===== src/rtl/core/kpt_pkg.sv =====
`timescale 1ns / 1ps
// Package for the keyed presence table: depth, modes, result kinds and structs.
// Used by kpt_cell and keyed_presence_table_with_sweep_core; no dependencies.
package kpt_pkg;

   localparam int TABLE_DEPTH = 32;
   localparam int IDX_W = (TABLE_DEPTH > 1) ? $clog2(TABLE_DEPTH) : 1;
   localparam int CNT_W = $clog2(TABLE_DEPTH + 1);

   typedef enum logic [3:0] {
      MODE_UPDATE_OR_ADD = 4'd0,
      MODE_REMOVE_ID     = 4'd1,
      MODE_REMOVE_INDEX  = 4'd2,
      MODE_CLEAR_MARKS   = 4'd3,
      MODE_SET_MARKS     = 4'd4,
      MODE_SWEEP         = 4'd5,
      MODE_CLEAR_ALL     = 4'd6,
      MODE_READ_INDEX    = 4'd7,
      MODE_LOOKUP_ID     = 4'd8
   } mode_type;

   typedef enum logic [2:0] {
      EV_ADDED     = 3'd0,
      EV_UPDATED   = 3'd1,
      EV_REMOVED   = 3'd2,
      EV_FULL      = 3'd3,
      EV_NOT_FOUND = 3'd4,
      EV_DATA      = 3'd5,
      EV_DONE      = 3'd6
   } event_type;

   typedef enum logic [1:0] {
      ST_IDLE,
      ST_EXEC,
      ST_SWEEP
   } state_type;

   typedef struct packed {
      logic [3:0]         mode;
      logic signed [31:0] user_id;
      logic [63:0]        record_data;
      logic [4:0]         entry_index;
   } req_type;

   typedef struct packed {
      logic [2:0]         event_kind;
      logic signed [31:0] out_id;
      logic [63:0]        out_record;
      logic [5:0]         entry_count;
      logic [5:0]         updated_count;
      logic [5:0]         removed_count;
      logic               last;
   } rsp_type;

   typedef struct packed {
      logic [31:0] key;
      logic [63:0] record;
      logic        mark;
   } entry_type;

   typedef struct packed {
      logic shift;
      logic append;
      logic update;
      logic mark_wr;
      logic mark_val;
   } cell_ctl_type;

endpackage


===== src/rtl/core/kpt_cell.sv =====
`timescale 1ns / 1ps
// One table cell: holds a key, a record and a mark, and can take its neighbour's entry.
// Depends on kpt_pkg.
module kpt_cell (
   input  logic                 clock,
   input  kpt_pkg::cell_ctl_type ctl,
   input  logic [31:0]          req_key,
   input  logic [63:0]          req_record,
   input  kpt_pkg::entry_type   next_entry,
   output kpt_pkg::entry_type   entry
);

   kpt_pkg::entry_type entry_ff;
   kpt_pkg::entry_type entry_in;

   always_comb begin
      entry_in = entry_ff;
      priority if (ctl.shift) begin
         entry_in = next_entry;
      end else if (ctl.append) begin
         entry_in.key    = req_key;
         entry_in.record = req_record;
         entry_in.mark   = 1'b1;
      end else if (ctl.update) begin
         entry_in.record = req_record;
         entry_in.mark   = 1'b1;
      end else if (ctl.mark_wr) begin
         entry_in.mark = ctl.mark_val;
      end
   end

   always_ff @(posedge clock) begin
      entry_ff <= entry_in;
   end

   assign entry = entry_ff;

endmodule


===== config.mk =====
export PLATFORM = sky130hd
export DESIGN_NAME = kpt_cell
export DESIGN_NICKNAME = d
export VERILOG_FILES = /design/src/rtl/core/kpt_pkg.sv /design/src/rtl/core/kpt_cell.sv
export SDC_FILE = /design/constraint.sdc
export NUM_CORES = 1
export LEC_CHECK = 0
export BUFFER_PORTS_ARGS = -buffer_cell sky130_fd_sc_hd__buf_2
export CORE_MARGIN = 1
export CORE_UTILIZATION = 30
export CTS_BUF_LIST = sky130_fd_sc_hd__clkbuf_8
export CTS_CLUSTER_DIAMETER = 50
export DETAILED_ROUTE_END_ITERATION = 10
export PLACE_DENSITY_LB_ADDON = 0.05
export SYNTH_ARGS = -nofsm -noshare
export SYNTH_HDL_FRONTEND = slang
export SYNTH_SLANG_ARGS = --single-unit

===== constraint.sdc =====
create_clock -name clock -period 5.3 [get_ports clock]
set_clock_uncertainty 0.05 [all_clocks]
set_input_delay 1.06 -clock clock [delete_from_list [all_inputs] [get_ports clock]]
set_output_delay 1.06 -clock clock [all_outputs]
set_load 0.02 [all_outputs]

==> flow_summary.json, run 1 <==
{
  "layout_commonest_cell": "buf_2",
  "start_util": 0.309,
  "min_period_over_period": 0.488,
  "setup.worst_path.class": "primary input to register",
  "post_cts_buffers": 0,
  "hold_depth": 2,
  "synth_seq_cells": 97,
  "yosys_warnings": 0,
  "p_per_area_nw_per_um2": 292,
  "max_freq_mhz": 386,
  "drive_gt1_frac": 0.793,
  "worstPathArrival_ns": 2.65,
  "hold_buffers": 0,
  "die_w_um": 119,
  "num_rows": 42,
  "min_path_type": "primary input to register",
  "grt_max_degree": 66,
  "wl_per_cell_um": 15.8,
  "ys_seq_area_frac": 0.709,
  "gp_congestion": 0.712,
  "die_h_um": 119,
  "yosys.area_share.simple": 0.00731,
  "finalWirelength_um": 10900,
  "drc": 0,
  "tns_ns": 0,
  "dp_hpwl_um": 8340,
  "multi_input_area_sq_um": 1120,
  "whs_endpoint": "entry[0]",
  "whs_ns": 0.943,
  "setup_violations": 0,
  "num-fill-cells": 1252,
  "fin_nets": 705,
  "dr.first_iter.drc_count": 106,
  "worst_pin_slew_ns": 0.892,
  "irDropWorstVdd_uv": 124,
  "ctsHtreeMaxLevel": 3,
  "post_cts_resized": 0,
  "cts_max_path_buffers": 2,
  "num_vias": 2949,
  "leakage_uw": 0.00264,
  "area_growth_pct": 43.5,
  "grt_pass1_wl_um": 16000,
  "synth_compound_area_frac": 0.00122,
  "utilization": 0.443,
  "cts-root-buf": "clkbuf_8",
  "grt_pass1_vias": 2968,
  "period_needed_ns": 2.59,
  "overflow": 0,
  "rsz0062_at_grt": "false",
  "synth_cells": 210,
  "cts_sinks": 97,
  "num_io_pins": 296,
  "hold_viol_final": 0,
  "io_buffers": 295,
  "avgSynthCellArea_sq_um": 19.6,
  "synthAdderAreaFrac": 0,
  "final_max_slew_viol_count": 0,
  "antenna_left": 0,
  "cp_max_fo": 60,
  "status": "finished, final reports clean",
  "slew_headroom": 0.405,
  "synth_top_family_by_area": "multiplexers",
  "cts_tree": "built",
  "ys_types": 10,
  "grt_usage": 0.153,
  "viasPerCell": 4.29,
  "final_cell_mix": "294 x buf_2, 97 x edfxtp_1, 96 x mux2_2",
  "required_ns": 5.37,
  "antenna_found_initial": 1,
  "regArea_sq_um": 2910,
  "drv_cap": 0,
  "start_kind": "primary input",
  "synth.cell_area_sq_um": 4110,
  "core-area_sq_um": 13300,
  "hp-start": "ctl[1]",
  "critPathCaptureType": "register",
  "first_pass_iters": 4,
  "synth_nets": 409,
  "synthMuxAreaShare": 0.263,
  "clkTransAtPathRegs_ns": 0.09,
  "die_area_sq_um": 14200,
  "synth-xor-area-share": 0,
  "largest_reg_flops": 97,
  "cts_buffers": 9
}
[cell families after synthesis]
kind of cell           count (synthesis)
flip-flops                            97
multiplexers                          96
buffers and inverters                 12
AND/OR/NAND/NOR                        4
AO/OA/AOI/OAI                          1
[final cells by class]
class	instances	share of cell area
well taps	176	0.0374
multi-input cells	101	0.189
diodes	1	0.000425
clock buffers	9	0.0210
repair buffers	296	0.252
clock inverters	7	0.00488
inverters	1	0.000637
flip-flops and latches	97	0.494
[per-layer routing]
layer,GRT usage,wire length [um]
met5,0,0
met4,0.0688,201
met3,0.0565,1020
met2,0.280,5870
met1,0.153,3780
[synthesized netlist by cell type (all sizes together)]
cell	count	area share
or3	1	0.0027
a21oi	1	0.0012
nor4	1	0.0015
inv	1	0.00091
or2	2	0.0030
edfxtp	97	0.71
mux2	96	0.26
buf	11	0.018
[critical path, stage by stage]
cell and delay, ns:
buf_4 0.41, buf_4 0.72, mux2_2 0.42
[worst max-delay path by stage]
stage / start / to / slack, ns / depth (start not counted)
finish: ctl[4] / entry[15] / 2.71 / 3
global route: ctl[4] / entry[12] / 2.60 / 3
CTS: ctl[4] / entry[66] / 2.71 / 3
detailed placement: ctl[4] / entry[40] / 2.30 / 3
global placement: ctl[4] / entry[7] / 2.32 / 3
floorplan: ctl[4] / entry[0] / 2.88 / 3
[power by group]
| part | total, uW | switching, uW | leakage (uW) | internal (uW) |
|---|---|---|---|---|
| clock network | 408 | 247 | 0.0000841 | 161 |
| logic | 357 | 201 | 0.00156 | 156 |
| registers | 956 | 18.9 | 0.00100 | 937 |
[per-stage QoR]
step	std cells	total power [uW]	instance area (sq um)	setup WS [ns]
6_report	688	1720	5890	2.71
5_1_grt	687	1800	5890	2.60
4_1_cts	687	1750	5890	2.71
3_5_place_dp	671	1340	5740	2.30
3_3_place_gp	671	1340	5740	2.32
2_1_floorplan	210	1170	4110	2.88
No activity file was read; power rests on OpenSTA's default activity.
==> inputs of run 2 (changes only) <==
==> constraint.sdc (replaced) <==
create_clock -name clock -period 2.7 [get_ports clock]
set_clock_uncertainty 0.05 [all_clocks]
set_input_delay 0.54 -clock clock [delete_from_list [all_inputs] [get_ports clock]]
set_output_delay 0.54 -clock clock [all_outputs]
set_load 0.02 [all_outputs]
==> run 2 against run 1 <==
Against the previous run: flip-flop and latch count stayed put; count of clock-buffer cells in the layout stayed put; global-route usage is 0.41 points higher; critical path depth is 2 lower; critical path type is now register to primary output; critical endpoint is now entry[77]; largest cell class unchanged; largest power group unchanged.
==> flow_summary.json, run 2 (same netlist as run 1, synthesis figures left out) <==
{
  "status": "finished, final reports clean",
  "grt_max_degree": 65,
  "dp_hpwl_um": 8380,
  "crit_buf_inv": 1,
  "cts_tree": "built",
  "cts-root-buf": "clkbuf_8",
  "num_io_pins": 296,
  "cts_buffers": 9,
  "drive_gt1_frac": 0.800,
  "io_buffers": 295,
  "setup_violations": 0,
  "post_cts_buffers": 0,
  "post-place-ws_ns": 0.843,
  "antenna_left": 0,
  "final_cells": 692,
  "num_vias": 2965,
  "highest_layer": "met4",
  "tns_ns": 0,
  "drc": 0,
  "drv_cap": 0,
  "leakage_uw": 0.00269,
  "dr.first_iter.drc_count": 105,
  "first_pass_iters": 2,
  "dp_cells": 675,
  "start_util": 0.309,
  "min_period_over_period": 0.564,
  "met3_length_um": 913,
  "layout_commonest_cell": "buf_2",
  "gp_congestion": 0.721,
  "antenna_found_initial": 0,
  "finalWirelength_um": 10900,
  "required_ns": 2.11,
  "final_max_slew_viol_count": 0,
  "hold_buffers": 0,
  "cts_max_path_buffers": 2,
  "whs_ns": 0.400,
  "setup_slack_ns": 1.18,
  "fin_nets": 709,
  "final_cell_mix": "294 x buf_2, 97 x edfxtp_1, 96 x mux2_2",
  "post_cts_resized": 0,
  "min_path_type": "primary input to register",
  "max_freq_mhz": 656,
  "cp_max_fo": 1,
  "cts_sinks": 97,
  "p_per_area_nw_per_um2": 599,
  "grt_usage": 0.157,
  "worst_pin_slew_ns": 0.366,
  "crit_path_max_incr_delay_ns": 0.39,
  "grt_pass1_wl_um": 16300,
  "die_h_um": 119,
  "overflow": 0,
  "area_growth_pct": 46.6,
  "rsz0062_at_grt": "false",
  "num_rows": 42,
  "setup.worst_path.class": "register to primary output",
  "grt_pass1_vias": 3106,
  "clkTransAtPathRegs_ns": 0.10,
  "ctsHtreeMaxLevel": 3,
  "cp_cell_sequence": "buf_2",
  "wl_met2_um": 5770,
  "slew_headroom": 0.756,
  "crit_family": "flip-flops",
  "wirelength_met1_um": 3830,
  "irDropWorstVdd_uv": 296,
  "period_needed_ns": 1.52,
  "die_area_sq_um": 14200,
  "core-area_sq_um": 13300,
  "start_kind": "register",
  "critPathCaptureType": "primary output",
  "largest_reg_flops": 97,
  "num-fill-cells": 1273,
  "die_w_um": 119,
  "critPathSlowestCell": "edfxtp_1",
  "viasPerCell": 4.28,
  "wl_per_cell_um": 15.7,
  "worstPathArrival_ns": 0.93,
  "hold_viol_final": 0
}
-- run 2: final cells by class --
cell class / count / area (sq um) / share of cell area
Tap cell: 176 / 220 / 0.0366
Antenna cell: 1 / 2.50 / 0.000416
Sequential cell: 97 / 2910 / 0.484
Inverter: 1 / 3.75 / 0.000624
Timing Repair Buffer: 300 / 1550 / 0.258
Clock buffer: 9 / 124 / 0.0206
Clock inverter: 7 / 85.1 / 0.0141
Multi-Input combinational cell: 101 / 1120 / 0.185
-- run 2: metrics by stage --
step | util | area [sq um] | power [uW]
floorplan | - | 4110 | 2300
global placement | 0.437 | 5810 | 2620
detailed placement | 0.437 | 5810 | 2630
CTS | 0.452 | 6020 | 3670
global route | 0.452 | 6020 | 3770
finish | 0.453 | 6020 | 3600
-- run 2: metal layers --
metal / global-route usage / vias to the layer above
met4: 0.0918 / 0
met5: 0 / -
li1: - / 1423
met1: 0.162 / 1369
met2: 0.275 / 149
met3: 0.0541 / 24
-- run 2: worst paths after layout --
kind                  slack [ns]  cells after the start        end      start
worst max-delay path        1.18                      1  entry[77]  entry[77]
worst min-delay path        0.40                      2   entry[0]     ctl[1]
-- run 2: power by group --
part	switching, uW	internal, uW
Combinational	389	315
Sequential	34.1	1840
Clock	513	513
